## src/rtl/bpfa_pkg.sv

```systemverilog
// Shared types, codes and counter helpers for the bitmap page frame allocator.
// No dependencies; used by bpfa_engine and bitmap_page_frame_allocator_core.
package bpfa_pkg;

	localparam int PAGE_W  = 16;
	localparam int COUNT_W = 17;
	localparam int SUM_W   = COUNT_W + 1;

	localparam logic [COUNT_W-1:0] COUNT_MAX   = 17'h1FFFF;
	localparam logic [COUNT_W-1:0] TOTAL_RESET = 17'h10000;

	localparam logic [2:0] OP_ALLOC_ONE = 3'd0;
	localparam logic [2:0] OP_ALLOC_RUN = 3'd1;
	localparam logic [2:0] OP_FREE      = 3'd2;
	localparam logic [2:0] OP_LOCK      = 3'd3;
	localparam logic [2:0] OP_RESERVE   = 3'd4;
	localparam logic [2:0] OP_UNRESERVE = 3'd5;

	localparam logic [1:0] ST_OK    = 2'd0;
	localparam logic [1:0] ST_OOM   = 2'd1;
	localparam logic [1:0] ST_RANGE = 2'd2;

	typedef struct packed {
		logic [2:0]         op;
		logic [PAGE_W-1:0]  page;
		logic [COUNT_W-1:0] count;
	} cmd_t;

	typedef struct packed {
		logic [1:0]         status;
		logic [PAGE_W-1:0]  page_out;
		logic [COUNT_W-1:0] free_pages;
		logic [COUNT_W-1:0] used_pages;
		logic [COUNT_W-1:0] reserved_pages;
	} rsp_t;

	typedef enum logic [3:0] {
		S_CLEAR,
		S_IDLE,
		S_HINT,
		S_SEARCH,
		S_TAKE,
		S_RUN,
		S_FILL,
		S_DONE
	} state_t;

	function automatic logic [COUNT_W-1:0] cnt_inc(input logic [COUNT_W-1:0] c);
		cnt_inc = (c == COUNT_MAX) ? c : c + 1'b1;
	endfunction

	function automatic logic [COUNT_W-1:0] cnt_dec(input logic [COUNT_W-1:0] c);
		cnt_dec = (c == '0) ? c : c - 1'b1;
	endfunction

endpackage

```

## src/rtl/bpfa_engine.sv

```systemverilog
// Command sequencer: walks pages one per cycle while they hit a one-word bitmap cache.
// Depends on bpfa_pkg.
module bpfa_engine #(
	parameter int WORD_BITS = 32,
	parameter int DEPTH     = 2048
) (
	input  logic                          clk,
	input  logic                          arst_n,
	input  logic                          init,
	input  logic [bpfa_pkg::COUNT_W-1:0]  lim,
	input  logic                          cmd_valid,
	output logic                          cmd_ready,
	input  bpfa_pkg::cmd_t                cmd,
	output logic                          res_valid,
	output bpfa_pkg::rsp_t                res,
	input  logic                          slot_free,
	output logic                          ram_we,
	output logic [$clog2(DEPTH)-1:0]      ram_waddr,
	output logic [WORD_BITS-1:0]          ram_wdata,
	output logic [$clog2(DEPTH)-1:0]      ram_raddr,
	input  logic [WORD_BITS-1:0]          ram_rdata
);

	localparam int WADDR_W = $clog2(DEPTH);
	localparam int BIT_W   = $clog2(WORD_BITS);
	localparam int CW      = bpfa_pkg::COUNT_W;
	localparam int SW      = bpfa_pkg::SUM_W;

	bpfa_pkg::state_t state_q, state_d, ret_q, ret_d;
	bpfa_pkg::cmd_t   cmd_q, cmd_d;
	logic [CW-1:0]    p_q, p_d, s_q, s_d, n_q, n_d, hint_q, hint_d;
	logic [CW-1:0]    free_q, free_d, used_q, used_d, resv_q, resv_d;
	logic [WORD_BITS-1:0] cache_q, cache_d;
	logic [WADDR_W-1:0]   caddr_q, caddr_d, clr_q, clr_d;
	logic             cvalid_q, cvalid_d, dirty_q, dirty_d, post_q, post_d;
	logic [1:0]       status_q, status_d;
	logic [CW-1:0]    pout_q, pout_d;

	logic [CW-1:0]      ptr;
	logic [WADDR_W-1:0] wsel;
	logic [BIT_W-1:0]   bsel;
	logic               hit, cur, last;
	logic [SW-1:0]      run_end;

	// current page pointer and its place in the cache
	always_comb begin
		if (state_q == bpfa_pkg::S_HINT ||
			(state_q == bpfa_pkg::S_FILL && ret_q == bpfa_pkg::S_HINT)) begin
			ptr = hint_q;
		end else begin
			ptr = p_q;
		end
		wsel    = WADDR_W'(ptr >> BIT_W);
		bsel    = ptr[BIT_W-1:0];
		hit     = cvalid_q && (caddr_q == wsel);
		cur     = cache_q[bsel];
		last    = (n_q + 1'b1) == cmd_q.count;
		run_end = SW'(cmd.page) + SW'(cmd.count);
	end

	assign cmd_ready = (state_q == bpfa_pkg::S_IDLE);
	assign res_valid = (state_q == bpfa_pkg::S_DONE);
	assign res       = '{status: status_q, page_out: pout_q[bpfa_pkg::PAGE_W-1:0],
		free_pages: free_q, used_pages: used_q, reserved_pages: resv_q};
	assign ram_raddr = wsel;

	// next state, datapath updates and RAM controls
	always_comb begin
		state_d  = state_q;
		ret_d    = ret_q;
		cmd_d    = cmd_q;
		p_d      = p_q;
		s_d      = s_q;
		n_d      = n_q;
		hint_d   = hint_q;
		free_d   = free_q;
		used_d   = used_q;
		resv_d   = resv_q;
		cache_d  = cache_q;
		caddr_d  = caddr_q;
		clr_d    = clr_q;
		cvalid_d = cvalid_q;
		dirty_d  = dirty_q;
		post_d   = post_q;
		status_d = status_q;
		pout_d   = pout_q;
		ram_we    = 1'b0;
		ram_waddr = caddr_q;
		ram_wdata = cache_q;

		unique case (state_q)
			bpfa_pkg::S_CLEAR: begin
				ram_we    = 1'b1;
				ram_waddr = clr_q;
				ram_wdata = '0;
				clr_d     = clr_q + 1'b1;
				if (clr_q == WADDR_W'(DEPTH - 1)) begin
					free_d  = lim;
					state_d = bpfa_pkg::S_IDLE;
				end
			end
			bpfa_pkg::S_IDLE: begin
				if (cmd_valid) begin
					cmd_d    = cmd;
					status_d = bpfa_pkg::ST_OK;
					pout_d   = '0;
					post_d   = 1'b0;
					p_d      = CW'(cmd.page);
					n_d      = '0;
					case (cmd.op) inside
						bpfa_pkg::OP_ALLOC_ONE, bpfa_pkg::OP_ALLOC_RUN: begin
							state_d = bpfa_pkg::S_HINT;
						end
						bpfa_pkg::OP_FREE: begin
							if (cmd.page == '0 || cmd.count == '0) begin
								state_d = bpfa_pkg::S_DONE;
							end else if (run_end > SW'(lim)) begin
								status_d = bpfa_pkg::ST_RANGE;
								state_d  = bpfa_pkg::S_DONE;
							end else begin
								state_d = bpfa_pkg::S_RUN;
							end
						end
						bpfa_pkg::OP_LOCK, bpfa_pkg::OP_RESERVE, bpfa_pkg::OP_UNRESERVE: begin
							if (run_end > SW'(lim)) begin
								status_d = bpfa_pkg::ST_RANGE;
								state_d  = bpfa_pkg::S_DONE;
							end else if (cmd.count == '0) begin
								state_d = bpfa_pkg::S_DONE;
							end else begin
								state_d = bpfa_pkg::S_RUN;
							end
						end
						default: begin
							state_d = bpfa_pkg::S_DONE;
						end
					endcase
				end
			end
			bpfa_pkg::S_HINT: begin
				if (hint_q >= lim) begin
					if (!post_q) begin
						status_d = bpfa_pkg::ST_OOM;
					end
					state_d = bpfa_pkg::S_DONE;
				end else if (!hit) begin
					ret_d   = state_q;
					state_d = bpfa_pkg::S_FILL;
					ram_we  = dirty_q;
				end else if (cur) begin
					hint_d = hint_q + 1'b1;
				end else if (post_q) begin
					state_d = bpfa_pkg::S_DONE;
				end else if (cmd_q.op == bpfa_pkg::OP_ALLOC_ONE) begin
					cache_d[bsel] = 1'b1;
					dirty_d = 1'b1;
					free_d  = bpfa_pkg::cnt_dec(free_q);
					used_d  = bpfa_pkg::cnt_inc(used_q);
					pout_d  = hint_q;
					state_d = bpfa_pkg::S_DONE;
				end else if (cmd_q.count == '0) begin
					pout_d  = hint_q;
					state_d = bpfa_pkg::S_DONE;
				end else begin
					s_d = hint_q;
					p_d = hint_q;
					n_d = '0;
					if (SW'(hint_q) + SW'(cmd_q.count) > SW'(lim)) begin
						status_d = bpfa_pkg::ST_OOM;
						state_d  = bpfa_pkg::S_DONE;
					end else begin
						state_d = bpfa_pkg::S_SEARCH;
					end
				end
			end
			bpfa_pkg::S_SEARCH: begin
				if (!hit) begin
					ret_d   = state_q;
					state_d = bpfa_pkg::S_FILL;
					ram_we  = dirty_q;
				end else if (cur) begin
					// blocked: restart the candidate just past this page
					if (SW'(p_q) + 1'b1 + SW'(cmd_q.count) > SW'(lim)) begin
						status_d = bpfa_pkg::ST_OOM;
						state_d  = bpfa_pkg::S_DONE;
					end else begin
						p_d = p_q + 1'b1;
						s_d = p_q + 1'b1;
						n_d = '0;
					end
				end else if (last) begin
					p_d     = s_q;
					n_d     = '0;
					state_d = bpfa_pkg::S_TAKE;
				end else begin
					p_d = p_q + 1'b1;
					n_d = n_q + 1'b1;
				end
			end
			bpfa_pkg::S_TAKE: begin
				if (!hit) begin
					ret_d   = state_q;
					state_d = bpfa_pkg::S_FILL;
					ram_we  = dirty_q;
				end else begin
					if (!cur) begin
						cache_d[bsel] = 1'b1;
						dirty_d = 1'b1;
						free_d  = bpfa_pkg::cnt_dec(free_q);
						used_d  = bpfa_pkg::cnt_inc(used_q);
					end
					if (last) begin
						pout_d  = s_q;
						post_d  = 1'b1;
						state_d = bpfa_pkg::S_HINT;
					end else begin
						p_d = p_q + 1'b1;
						n_d = n_q + 1'b1;
					end
				end
			end
			bpfa_pkg::S_RUN: begin
				if (!hit) begin
					ret_d   = state_q;
					state_d = bpfa_pkg::S_FILL;
					ram_we  = dirty_q;
				end else begin
					if (last) begin
						state_d = bpfa_pkg::S_DONE;
					end else begin
						p_d = p_q + 1'b1;
						n_d = n_q + 1'b1;
					end
					case (cmd_q.op)
						bpfa_pkg::OP_FREE: begin
							if (cur) begin
								cache_d[bsel] = 1'b0;
								dirty_d = 1'b1;
								free_d  = bpfa_pkg::cnt_inc(free_q);
								used_d  = bpfa_pkg::cnt_dec(used_q);
								if (hint_q > p_q) begin
									hint_d = p_q;
								end
							end
						end
						bpfa_pkg::OP_LOCK: begin
							if (!cur) begin
								cache_d[bsel] = 1'b1;
								dirty_d = 1'b1;
								free_d  = bpfa_pkg::cnt_dec(free_q);
								used_d  = bpfa_pkg::cnt_inc(used_q);
							end
						end
						bpfa_pkg::OP_RESERVE: begin
							if (cur) begin
								state_d = bpfa_pkg::S_DONE;
							end else begin
								cache_d[bsel] = 1'b1;
								dirty_d = 1'b1;
								free_d  = bpfa_pkg::cnt_dec(free_q);
								resv_d  = bpfa_pkg::cnt_inc(resv_q);
							end
						end
						default: begin
							if (!cur) begin
								state_d = bpfa_pkg::S_DONE;
							end else begin
								cache_d[bsel] = 1'b0;
								dirty_d = 1'b1;
								free_d  = bpfa_pkg::cnt_inc(free_q);
								resv_d  = bpfa_pkg::cnt_dec(resv_q);
								if (hint_q > p_q) begin
									hint_d = p_q;
								end
							end
						end
					endcase
				end
			end
			bpfa_pkg::S_FILL: begin
				cache_d  = ram_rdata;
				caddr_d  = wsel;
				cvalid_d = 1'b1;
				dirty_d  = 1'b0;
				state_d  = ret_q;
			end
			bpfa_pkg::S_DONE: begin
				if (slot_free) begin
					state_d = bpfa_pkg::S_IDLE;
				end
			end
			default: begin
				state_d = bpfa_pkg::S_IDLE;
			end
		endcase

		// size change: start over with an empty bitmap
		if (init) begin
			state_d  = bpfa_pkg::S_CLEAR;
			clr_d    = '0;
			cvalid_d = 1'b0;
			dirty_d  = 1'b0;
			hint_d   = '0;
			used_d   = '0;
			resv_d   = '0;
		end
	end

	// state register
	always_ff @(posedge clk or negedge arst_n) begin
		if (!arst_n) begin
			state_q <= bpfa_pkg::S_CLEAR;
		end else begin
			state_q <= state_d;
		end
	end

	// control registers
	always_ff @(posedge clk or negedge arst_n) begin
		if (!arst_n) begin
			ret_q    <= bpfa_pkg::S_IDLE;
			clr_q    <= '0;
			cvalid_q <= 1'b0;
			dirty_q  <= 1'b0;
			post_q   <= 1'b0;
			hint_q   <= '0;
			free_q   <= '0;
			used_q   <= '0;
			resv_q   <= '0;
		end else begin
			ret_q    <= ret_d;
			clr_q    <= clr_d;
			cvalid_q <= cvalid_d;
			dirty_q  <= dirty_d;
			post_q   <= post_d;
			hint_q   <= hint_d;
			free_q   <= free_d;
			used_q   <= used_d;
			resv_q   <= resv_d;
		end
	end

	// payload registers
	always_ff @(posedge clk) begin
		cmd_q    <= cmd_d;
		p_q      <= p_d;
		s_q      <= s_d;
		n_q      <= n_d;
		cache_q  <= cache_d;
		caddr_q  <= caddr_d;
		status_q <= status_d;
		pout_q   <= pout_d;
	end

endmodule

```

## config.mk

```make
export PLATFORM = sky130hd
export DESIGN_NAME = bpfa_engine
export DESIGN_NICKNAME = d
export VERILOG_FILES = /design/src/rtl/bpfa_pkg.sv /design/src/rtl/bpfa_engine.sv
export SDC_FILE = /design/constraint.sdc
export NUM_CORES = 1
export LEC_CHECK = 0
export BUFFER_PORTS_ARGS = -buffer_cell sky130_fd_sc_hd__buf_4
export CAP_MARGIN = 15
export CORE_MARGIN = 5
export CORE_UTILIZATION = 45
export DETAILED_ROUTE_END_ITERATION = 8
export GPL_TIMING_DRIVEN = 1
export MAX_ROUTING_LAYER = met4
export PLACE_DENSITY = 0.69
export SLEW_MARGIN = 0
export SYNTH_ARGS = -nofsm -noshare
export SYNTH_HDL_FRONTEND = slang
export SYNTH_SLANG_ARGS = --single-unit
export TNS_END_PERCENT = 50
```

## constraint.sdc

```tcl
create_clock -name clk -period 12.3 [get_ports clk]
set_clock_uncertainty 0.2 [all_clocks]
set_input_delay 2.46 -clock clk [delete_from_list [all_inputs] [get_ports clk]]
set_output_delay 2.46 -clock clk [all_outputs]
set_load 0.005 [all_outputs]
```

After elaboration in Yosys (flattened, before gate mapping)

Index checks and enable logic that the tools add are counted.

$add $sub $neg: 14
Magnitude comparators: 7
Eq/ne operators: 77
Muxes and demuxes: 177
Bitwise logic cells: 3
Reductions and logical operators: 50

Operators by type and width:

| kind                                               | count |
|---|---|
| two-way mux 17 bit                                 | 68 |
| two-way mux 32 bit                                 | 11 |
| case mux 17 bit (4 select lines)                   | 3 |
| two-way mux 16 bit                                 | 9 |
| case mux 17 bit (2 select lines)                   | 4 |
| case mux 32 bit (4 select lines)                   | 1 |
| adder 17 x 1 -> 17 bit, second input constant      | 6 |
| zero test 17 bit                                   | 5 |
| two-way mux 4 bit                                  | 19 |
| inequality test 3 bit, second input constant       | 20 |
| > comparator 18 x 17 -> 1 bit                      | 3 |
| equality test 17 bit, second input constant        | 3 |
| case mux 17 bit (3 select lines)                   | 1 |
| subtractor 17 x 1 -> 17 bit, second input constant | 3 |
| case mux 16 bit (3 select lines)                   | 1 |
| two-way mux 2 bit                                  | 23 |
| two-way mux 11 bit                                 | 3 |
| AND 32 bit                                         | 1 |
| inequality test 2 bit, second input constant       | 16 |
| inverter 32 bit                                    | 1 |
| bitwise OR 32 bit                                  | 1 |
| case mux 4 bit (8 select lines)                    | 1 |
| AND reduction 9 bit                                | 3 |
| inequality test 4 bit, second input constant       | 6 |
| other kinds (50)                                   | 116 |

Register bits after elaboration: 222
Input port bits: 90
Word-level logic and storage cells: 347

Longest topological paths before layout

Gate-level depths: netlist (run 1).

Depth in word-level cells: 15
Gate-level depth with buffers: 24
Mapped depth without buffers: 23

Worst setup path after synthesis (run 1)

Ideal clock, no wire load.

Path type: input -> register
Start: in lim[10] in the netlist's numbering
End: reg cache_q[0] (enable)
Library setup time: 0.594 ns
Arrival: 9.527 ns
Required time: 11.506 ns
Setup slack: 1.979 ns
Stages: 10
Cell sequence: inv_1 > ha_1 > a21o_1 > a21o_1 > a2111oi_0 > a21oi_1 > a211o_1 > nor3b_1 > a21oi_1 > a2111oi_0

Cells in the longest elaborated chain, start to end: 3

RTL lines:

| what                                   | line               | RTL |
|---|---|---|
| start, declared                        | bpfa_engine.sv:10  | `input logic [bpfa_pkg::COUNT_W-1:0] lim,` |
| greater-or-equal comparator 17 bit     | bpfa_engine.sv:141 | `if (hint_q >= lim) begin` |
| inequality test 2 bit (no source line) | n/a                |  |
| AND reduction 9 bit (no source line)   | n/a                |  |
| end signal, assigned                   | bpfa_engine.sv:349 | `cache_q <= cache_d;` |
| end, declared                          | bpfa_engine.sv:33  | `logic [WORD_BITS-1:0] cache_q, cache_d;` |

No other way between the ends.
A chain may end at the register's enable or synchronous reset.

Worst setup path after layout (run 1)

Start: in lim[10] in the netlist's numbering
End: out ram_we

Cells in the longest elaborated chain, start to end: 3

RTL lines:

| what                               | line               | RTL |
|---|---|---|
| greater-or-equal comparator 17 bit | bpfa_engine.sv:141 |  |
| two-way mux 1 bit                  | bpfa_engine.sv:141 |  |
| case mux 1 bit (3 select lines)    | bpfa_engine.sv:91  | `unique case (state_q)` |
| end, declared                      | bpfa_engine.sv:17  | `output logic ram_we,` |

No other way between the ends.

==> flow_metrics.py, run 1 <==
metrics = {
    "outcome": {
        "status": "finished clean",
    },
    "die": {
        "row_count": 77,
        "die_area_sq_um": 49400,
        "coreArea_sq_um": 44400,
        "die_y_microns": 222,
        "die_x_microns": 222,
        "start_util_pct": 45.6,
        "io_pins": 216,
    },
    "power": {
        "sequentialPowerShare_pct": 41.9,
        "power_density_nw_per_um2": 80.9,
        "p_leak_nw": 9.80,
        "switching_share_pct": 25.6,
        "intPower_mw": 1.41,
        "comb_power_share_pct": 9.8,
        "irDropWorstVdd_v": 0.000126,
        "clkPwrFrac_pct": 48.2,
        "p_sw_mw": 0.486,
    },
    "timing": {
        "final_hold_viol_count": 0,
        "min_period_ns": 7.89,
        "finalCritPeriodShare_pct": 64.2,
        "fin_tns_setup_ns": 0,
        "fin_hold_ws_ns": 0.346,
        "tightest_slew_ns": 1.16,
        "setup_viol": 0,
        "max_clock_freq_ghz": 0.127,
        "drv_slew": 0,
        "slew_headroom_pct": 21.8,
        "rsz0062_at_grt": "no",
    },
    "yosys": {
        "synth_ff_type": "edfxtp_1",
        "synth_edf_count": 132,
        "ys_seq_area_share_pct": 30.7,
        "synthSimpleGateAreaFrac_pct": 22.7,
        "muxShareOfSynthArea_pct": 4.18,
        "ys_types": 96,
        "syn_avg_cell_area_sq_um": 8.34,
        "async_reset_ff_share_pct": 40.5,
        "syn_area_sq_um": 20300,
        "syn_nets": 2683,
        "synth_top_family_by_area": "simple AND/OR/NAND/NOR gates",
        "synth_compound_area_share_pct": 21.6,
        "synth_top_area_share_pct": 19.6,
        "yosys.area_share.adder_pct": 10.3,
        "synth_top_cell_by_area": "edfxtp_1",
        "synth_xor_area_share_pct": 6.06,
        "yosysWarnings": 0,
        "netlist_instances": 2429,
        "synth-seq-cells": 222,
        "synth.area.top_cells": "edfxtp_1, dfrtp_1, ha_1",
    },
    "finish": {
        "largestRegisters": "cache_q x32, cmd_q x20",
        "largest_reg_flops": 32,
        "nets": 2840,
        "multi_input_area_sq_um": 13200,
        "area_growth_pct": 15.9,
        "top_register": "cache_q",
        "final_common_cell": "nor2_1",
        "seq_area_sq_um": 6220,
        "final_cell_mix": "nor2_1, buf_4, nand2_1",
        "nFillCells": 4193,
        "final_layout_size_suffix_gt1_share_pct": 14.4,
    },
    "global_route": {
        "grt.overflow.total": 0,
        "grt_pass1_vias": 19700,
        "grt_use_total_pct": 30.3,
        "grt_pass1_wl_microns": 117000,
        "grt_max_degree": 70,
        "antenna_found_initial": 2,
    },
    "clocking": {
        "clkLatencyLatePin_ns": 0.60,
        "cts-htree-levels": 1,
        "cts_tree": "done",
        "path_clk_slew_ns": 0.06,
        "cts_inserted_buffers": 28,
        "ctsResizeCount": 0,
        "root_buffer": "clkbuf_16",
        "cts_buffer_depth": 3,
        "cts.sinks": 222,
        "post_cts_buffers": 0,
        "cts_hold_buf": 0,
    },
    "flow_run": {
        "timing.max_cap.violations": 0,
    },
    "detailed_routing": {
        "drt-total-wl_microns": 77200,
        "vias_per_cell": 6.45,
        "num_vias": 20700,
        "wl_per_cell_microns": 24.1,
        "drc": 0,
        "drt-initial-drc-count": 2616,
        "antenna_left": 0,
        "first_pass_iters": 7,
    },
    "critical_path": {
        "crit_top_cell": "a21o_1",
        "crit_start": "lim[10]",
        "max_stage_delay_ns": 0.41,
        "critPathRequiredTime_ns": 9.64,
        "critPathKind": "input pin to output port",
        "crit_fanout": 7,
        "crit_chain": "buf_4, inv_1, ha_1, a21o_1, a21o_1, a2111oi_0, a21oi_1, a211o_1, nor2_1, nor2_1, a21oi_1, a21o_1, buf_4",
        "cp_top_family": "compound AO/OA/AOI/OAI gates",
        "regToRegStartpoint": "state_q[1]",
        "end_kind": "output port",
        "crit_buf_inv": 3,
        "arrival_ns": 5.23,
        "start_kind": "input pin",
        "crit_slowest_cell": "a2111oi_0",
    },
    "hold_path": {
        "min_from": "ret_q[3]",
        "hp-class": "register to register",
    },
    "placed_design": {
        "port_buffers": 215,
        "dp_hpwl_microns": 56700,
        "gp_congestion": 0.983,
    },
}
## area by class of cell
type,instances,share of cell area [%]
Sequential cell,222,26.5
Inverter,98,1.57
Timing Repair Buffer,260,8.39
Multi-Input combinational cell,1976,56.2
Tap cell,592,3.15
Antenna cell,2,0.0213
Clock inverter,22,1.23
Clock buffer,30,3.01
## synthesized netlist by cell type (23+ instances only)
library cell	number
edfxtp_1	132
a31oi_1	25
o31ai_1	44
ha_1	160
a211oi_1	23
xnor2_1	99
clkbuf_1	103
a21oi_1	177
nand4_1	39
nor3_1	66
nor2b_1	50
nand2_1	214
dfrtp_1	89
o21ai_0	138
xor2_1	36
inv_1	95
and3_1	49
mux2i_1	49
nand3_1	84
a221oi_1	25
mux2_2	27
a21o_1	28
nor2_1	267
nor4_1	44
or3_1	23
and2_1	25
## power groups by stage
| stage | logic [mW] | registers (mW) | clock network [mW] |
|---|---|---|---|
| finish | 0.187 | 0.796 | 0.916 |
| global route | 0.204 | 0.797 | 0.954 |
| CTS | 0.184 | 0.796 | 0.929 |
| detailed placement | 0.183 | 0.811 | 0 |
| global placement | 0.178 | 0.811 | 0 |
| floorplan | 0.104 | 0.808 | 0 |
## cell families after synthesis
| kind of cell | count (synthesis) |
|---|---|
| simple gates | 937 |
| compound gates | 658 |
| buf+inv | 231 |
| flops | 222 |
| fa+ha+maj | 164 |
| xor+xnor | 137 |
| mux | 80 |
## per-stage QoR
stage | worst slack (ns) | cell area, sq um | utilization [%] | power, mW | instances
2_1_floorplan | 1.98 | 20300 | - | 0.911 | 2429
3_3_place_gp | 4.49 | 22500 | 50.6 | 0.989 | 3146
3_5_place_dp | 4.46 | 22500 | 50.6 | 0.994 | 3146
4_1_cts | 4.46 | 23500 | 52.8 | 1.91 | 3198
5_1_grt | 4.31 | 23500 | 52.9 | 1.95 | 3202
6_report | 4.41 | 23500 | 52.9 | 1.90 | 3202
## worst paths after layout
check,to,slack (ns),cells past startpoint
min in group asynchronous,used_q[6],1.58,1
setup reg to reg,free_q[8],5.33,14
hold reg to reg,state_q[3],0.35,1
max in group asynchronous,hint_q[11],9.02,2
setup / recovery,ram_we,4.41,13
hold / removal,state_q[3],0.35,1
## metal layers
metal | wire (microns) | up-vias | GRT usage, %
met4 | 3660 | 0 | 12.2
met2 | 34900 | 1101 | 46.6
li1 | - | 9399 | -
met1 | 31900 | 9932 | 40.7
met3 | 6800 | 228 | 4.06
met5 | 0 | - | -
Note: power is estimated with default switching activity, not from simulation.
==> inputs of run 2 (changes only) <==
clock period = 8.1 ns   (was 12.3 ns; I/O delays follow)
==> flow_metrics.py, run 2 (synthesized netlist as in run 1, its figures left out) <==
metrics = {
    "global_route": {
        "grtUsageMet3_pct": 4.14,
        "grt_use_total_pct": 30.4,
        "grt_pass1_vias": 19300,
        "grt_max_degree": 70,
        "grt_pass1_wl_microns": 117000,
        "grt.overflow.total": 0,
        "antenna_found_initial": 0,
        "met2_usage_pct": 47.0,
        "use_met1_pct": 41.7,
        "top_usage_layer": "met2",
    },
    "die": {
        "start_util_pct": 45.6,
        "coreArea_sq_um": 44400,
        "die_area_sq_um": 49400,
        "io_pins": 216,
        "row_count": 77,
        "die_x_microns": 222,
        "die_y_microns": 222,
    },
    "finish": {
        "final_cell_mix": "nor2_1, buf_4, nand2_1",
        "multi_input_area_sq_um": 13200,
        "postLayoutCellArea_sq_um": 23400,
        "nFillCells": 4134,
        "largest_reg_flops": 32,
        "final_layout_size_suffix_gt1_share_pct": 14.2,
        "diodes": 0,
        "top_register": "cache_q",
        "area_growth_pct": 15.6,
        "seq_area_sq_um": 6220,
        "nets": 2841,
        "largestRegisters": "cache_q x32, cmd_q x20",
        "final_common_cell": "nor2_1",
        "instances_no_fill": 3201,
    },
    "hold_path": {
        "hold_end": "ret_q[3]",
        "hp-class": "register to register",
        "min_from": "ret_q[3]",
        "hold-path-cell-count": 1,
    },
    "placed_design": {
        "dp_hpwl_microns": 56500,
        "port_buffers": 215,
        "gp_congestion": 0.973,
        "dp.cells": 3146,
        "placed_cell_area_sq_um": 22500,
    },
    "timing": {
        "fin_tns_setup_ns": 0,
        "drv_slew": 0,
        "setup_viol": 0,
        "min_period_ns": 6.46,
        "rsz0062_at_grt": "no",
        "final_hold_viol_count": 0,
        "finalCritPeriodShare_pct": 79.7,
        "tightest_slew_ns": 1.24,
        "slew_headroom_pct": 16.8,
        "max_clock_freq_ghz": 0.155,
    },
    "clocking": {
        "clkLatencyLatePin_ns": 0.57,
        "cts-htree-levels": 1,
        "root_buffer": "clkbuf_16",
        "cts_inserted_buffers": 28,
        "path_clk_slew_ns": 0.07,
        "cts.sinks": 222,
        "ctsResizeCount": 0,
        "post_cts_buffers": 0,
        "cts_hold_buf": 0,
        "cts_buffer_depth": 3,
        "cts_tree": "done",
    },
    "outcome": {
        "status": "finished clean",
    },
    "critical_path": {
        "r2r-end": "s_q[3]",
        "critPathRequiredTime_ns": 6.28,
        "r2r_setup_slack_ns": 1.92,
        "critPathKind": "register to output port",
        "regToRegStartpoint": "p_q[0]",
        "crit_fanout": 44,
        "arrival_ns": 4.64,
        "end_kind": "output port",
        "rr_worst_depth": 22,
        "start_kind": "register",
    },
    "detailed_routing": {
        "drt-total-wl_microns": 77100,
        "antenna_left": 0,
        "first_pass_iters": 8,
        "drt-initial-drc-count": 2602,
        "vias_per_cell": 6.44,
        "wl_per_cell_microns": 24.1,
        "drc": 0,
        "num_vias": 20600,
    },
    "power": {
        "irDropWorstVdd_v": 0.000127,
        "p_leak_nw": 9.76,
        "power_density_nw_per_um2": 120,
    },
    "flow_run": {
        "timing.max_cap.violations": 0,
    },
}
## run 2: power by group
| part | internal [mW] | switching (mW) | leakage (nW) |
|---|---|---|---|
| clock | 0.779 | 0.542 | 0.463 |
| combinational | 0.119 | 0.162 | 6.94 |
| sequential | 1.20 | 0.0115 | 2.36 |
| total | 2.10 | 0.716 | 9.76 |
## run 2: cell type report
cell class	instances	share of cell area [%]
multi-input combinational	1976	56.4
sequential	222	26.5
timing repair buffer	261	8.32
clock buffer	39	3.39
tap	592	3.16
inverter	98	1.57
clock inverter	13	0.647
## run 2: metal layers
metal	vias to the layer above	share of wire (%)
li1	9394	-
met3	177	8.9
met5	-	0
met1	9887	42
met4	0	3.6
met2	1154	45
## run 2: critical path: stages (launching register included)
cell and delay (ns):
dfrtp_1 0.69, nor4b_4 0.29, buf_4 0.49, a31o_1 0.74
buf_4 0.34, mux2_2 0.40, xor2_1 0.18, nor4_2 0.23
buf_4 0.22, a21oi_1 0.10, a21o_1 0.23, buf_4 0.13
## run 2: worst max-delay path by stage
stage / slack [ns] / end / cells after the start / start
floorplan: 0.19 / cache_q[0] / 10 / lim[10]
global placement: 1.79 / ram_we / 13 / lim[10]
detailed placement: 1.81 / ram_we / 13 / lim[10]
CTS: 1.68 / ram_we / 11 / state_q[1]
global route: 1.37 / ram_we / 11 / state_q[1]
finish: 1.64 / ram_we / 11 / state_q[1]
## run 2: per-stage QoR
| step | power (mW) | util [%] | setup slack [ns] | hold WS, ns |
|---|---|---|---|---|
| floorplan | 1.38 | - | 0.188 | 0.279 |
| global placement | 1.50 | 50.5 | 1.79 | 0.324 |
| detailed placement | 1.51 | 50.6 | 1.81 | 0.315 |
| CTS | 2.82 | 52.7 | 1.68 | 0.334 |
| global route | 2.90 | 52.7 | 1.37 | 0.373 |
| finish | 2.81 | 52.7 | 1.64 | 0.329 |
==> inputs of run 3 (changes only) <==
PLACE_DENSITY = 0.71   (was 0.69)
clock period = 5.6 ns   (was 8.1 ns; I/O delays follow)
==> flow_metrics.py, run 3 (synthesized netlist as in run 1, its figures left out) <==
metrics = {
    "clocking": {
        "path_clk_slew_ns": 0.06,
        "cts-htree-levels": 1,
        "cts_inserted_buffers": 29,
        "clkLatencyLatePin_ns": 0.60,
        "cts_tree": "done",
        "cts.sinks": 222,
        "cts_hold_buf": 0,
        "cts_buffer_depth": 3,
        "root_buffer": "clkbuf_16",
    },
    "detailed_routing": {
        "first_pass_iters": 6,
        "antenna_left": 0,
        "wl_met3_microns": 6900,
        "drc": 0,
        "num_vias": 21100,
        "drt-initial-drc-count": 2437,
        "met1_length_microns": 32000,
        "route.met2.wl_microns": 36400,
        "drt-total-wl_microns": 79600,
        "wl_per_cell_microns": 24.4,
        "highest_layer": "met4",
        "vias_per_cell": 6.46,
    },
    "critical_path": {
        "critPathRequiredTime_ns": 5.70,
        "arrival_ns": 5.44,
        "r2r_setup_slack_ns": 0.26,
        "critPathKind": "register to register",
        "crit_chain": "inv_1, ha_1, fa_1, nor2b_1, o21ai_1, a21boi_0, o21ai_1, a21boi_0, o2111a_1, or3_1, a31o_2, a21oi_1, xnor2_1, ha_1, nand4_1, nor3_1, a211oi_1, o31ai_1, o221ai_1, o211ai_1, a31oi_4, buf_4, buf_12",
        "end_kind": "register",
        "max_stage_delay_ns": 0.43,
        "start_kind": "register",
        "crit_slowest_cell": "or3_1",
        "crit_fanout": 14,
    },
    "finish": {
        "postLayoutCellArea_sq_um": 24100,
        "final_layout_size_suffix_gt1_share_pct": 16.2,
        "top_register": "cache_q",
        "area_growth_pct": 18.7,
        "nFillCells": 4067,
        "final_common_cell": "buf_4",
        "largestRegisters": "cache_q x32, cmd_q x20",
        "largest_reg_flops": 32,
        "final_cell_mix": "buf_4, nor2_1, nand2_1",
        "multi_input_area_sq_um": 13200,
        "instances_no_fill": 3262,
        "nets": 2900,
        "seq_area_sq_um": 6220,
    },
    "global_route": {
        "grt.overflow.total": 0,
        "grt_max_degree": 70,
        "grt_use_total_pct": 31.2,
        "grt_pass1_wl_microns": 120000,
        "grt_pass1_vias": 19900,
        "antenna_found_initial": 0,
    },
    "die": {
        "start_util_pct": 45.6,
        "io_pins": 216,
        "die_area_sq_um": 49400,
        "row_count": 77,
        "die_y_microns": 222,
        "die_x_microns": 222,
        "coreArea_sq_um": 44400,
    },
    "timing": {
        "tightest_slew_ns": 1.24,
        "min_period_ns": 5.34,
        "drv_slew": 0,
        "finalCritPeriodShare_pct": 95.3,
        "rsz0062_at_grt": "no",
        "final_hold_viol_count": 0,
        "setup_viol": 0,
        "slew_headroom_pct": 17.0,
        "setup_ws_ns": 0.262,
        "max_clock_freq_ghz": 0.187,
    },
    "placed_design": {
        "dp_hpwl_microns": 59200,
        "place_ws_ns": -0.0689,
        "dp.cells": 3201,
        "port_buffers": 215,
        "gp_congestion": 1.00,
        "placed_cell_area_sq_um": 22900,
    },
    "flow_run": {
        "timing.max_cap.violations": 0,
    },
    "outcome": {
        "status": "finished clean",
    },
    "power": {
        "irDropWorstVdd_v": 0.000236,
        "power_density_nw_per_um2": 177,
        "p_leak_nw": 10.1,
    },
    "hold_path": {
        "hp-class": "register to register",
    },
}
-- run 3: cell count changes in the layout (fill, tap and decap cells not counted), sizes merged --
cell / before / now
bufinv: 3 / 5
buf: 259 / 318
inv: 97 / 98
diode: 0 / 1
clkinv: 11 / 9
-- run 3: routing by layer --
metal	global-route usage [%]	vias to the layer above
li1	-	9515
met1	40.8	10100
met2	48.7	1170
met3	4.34	261
met4	13.7	0
met5	-	-
-- run 3: through the flow --
step	setup TNS [ns]	hold slack, ns	utilization (%)	power [mW]
global placement	-0.0113	0.308	51.6	2.18
global route	0	0.358	54.1	4.38
floorplan	0	0.279	-	2.00
CTS	0	0.342	54.0	4.26
finish	0	0.337	54.2	4.25
detailed placement	-0.0689	0.319	51.6	2.19
-- run 3: repair_timing --
item / 4_1_cts / 5_1_grt
setup endpoints to repair: 0 / 56
hold endpoints to repair: 0 / 0
setup buffers: 0 / 4
resized for setup: 0 / 4
-- run 3: critical path: cells and delay by family, from the launching register on --
kind	cells	cell delay, ns
flip-flops	1	0.42
XOR/XNOR	1	0.15
buffers and inverters	3	0.40
adder cells (fa/ha/maj)	3	0.67
AO/OA/AOI/OAI	12	2.50
AND/OR/NAND/NOR	4	0.70
-- run 3: worst paths after layout --
path                       startpoint    endpoint  cells past startpoint
max                          cmd_q[0]      n_q[6]                     23
min                           dirty_q     dirty_q                      1
max reg2reg                  cmd_q[0]      n_q[6]                     23
min reg2reg                   dirty_q     dirty_q                      1
max in group asynchronous      arst_n  hint_q[10]                      2
min in group asynchronous      arst_n      post_q                      1
-- run 3: report_power, final --
group / switching, mW / total, mW / internal (mW)
clock: 0.811 / 2.08 / 1.27
sequential: 0.0171 / 1.75 / 1.73
combinational: 0.237 / 0.416 / 0.179
-- run 3: layout make-up --
type / instances / area share (%)
Inverter: 98 / 1.53
Clock inverter: 14 / 0.895
Sequential cell: 222 / 25.8
Antenna cell: 1 / 0.0104
Tap cell: 592 / 3.08
Timing Repair Buffer: 319 / 10.3
Clock buffer: 40 / 3.45
Multi-Input combinational cell: 1976 / 54.9
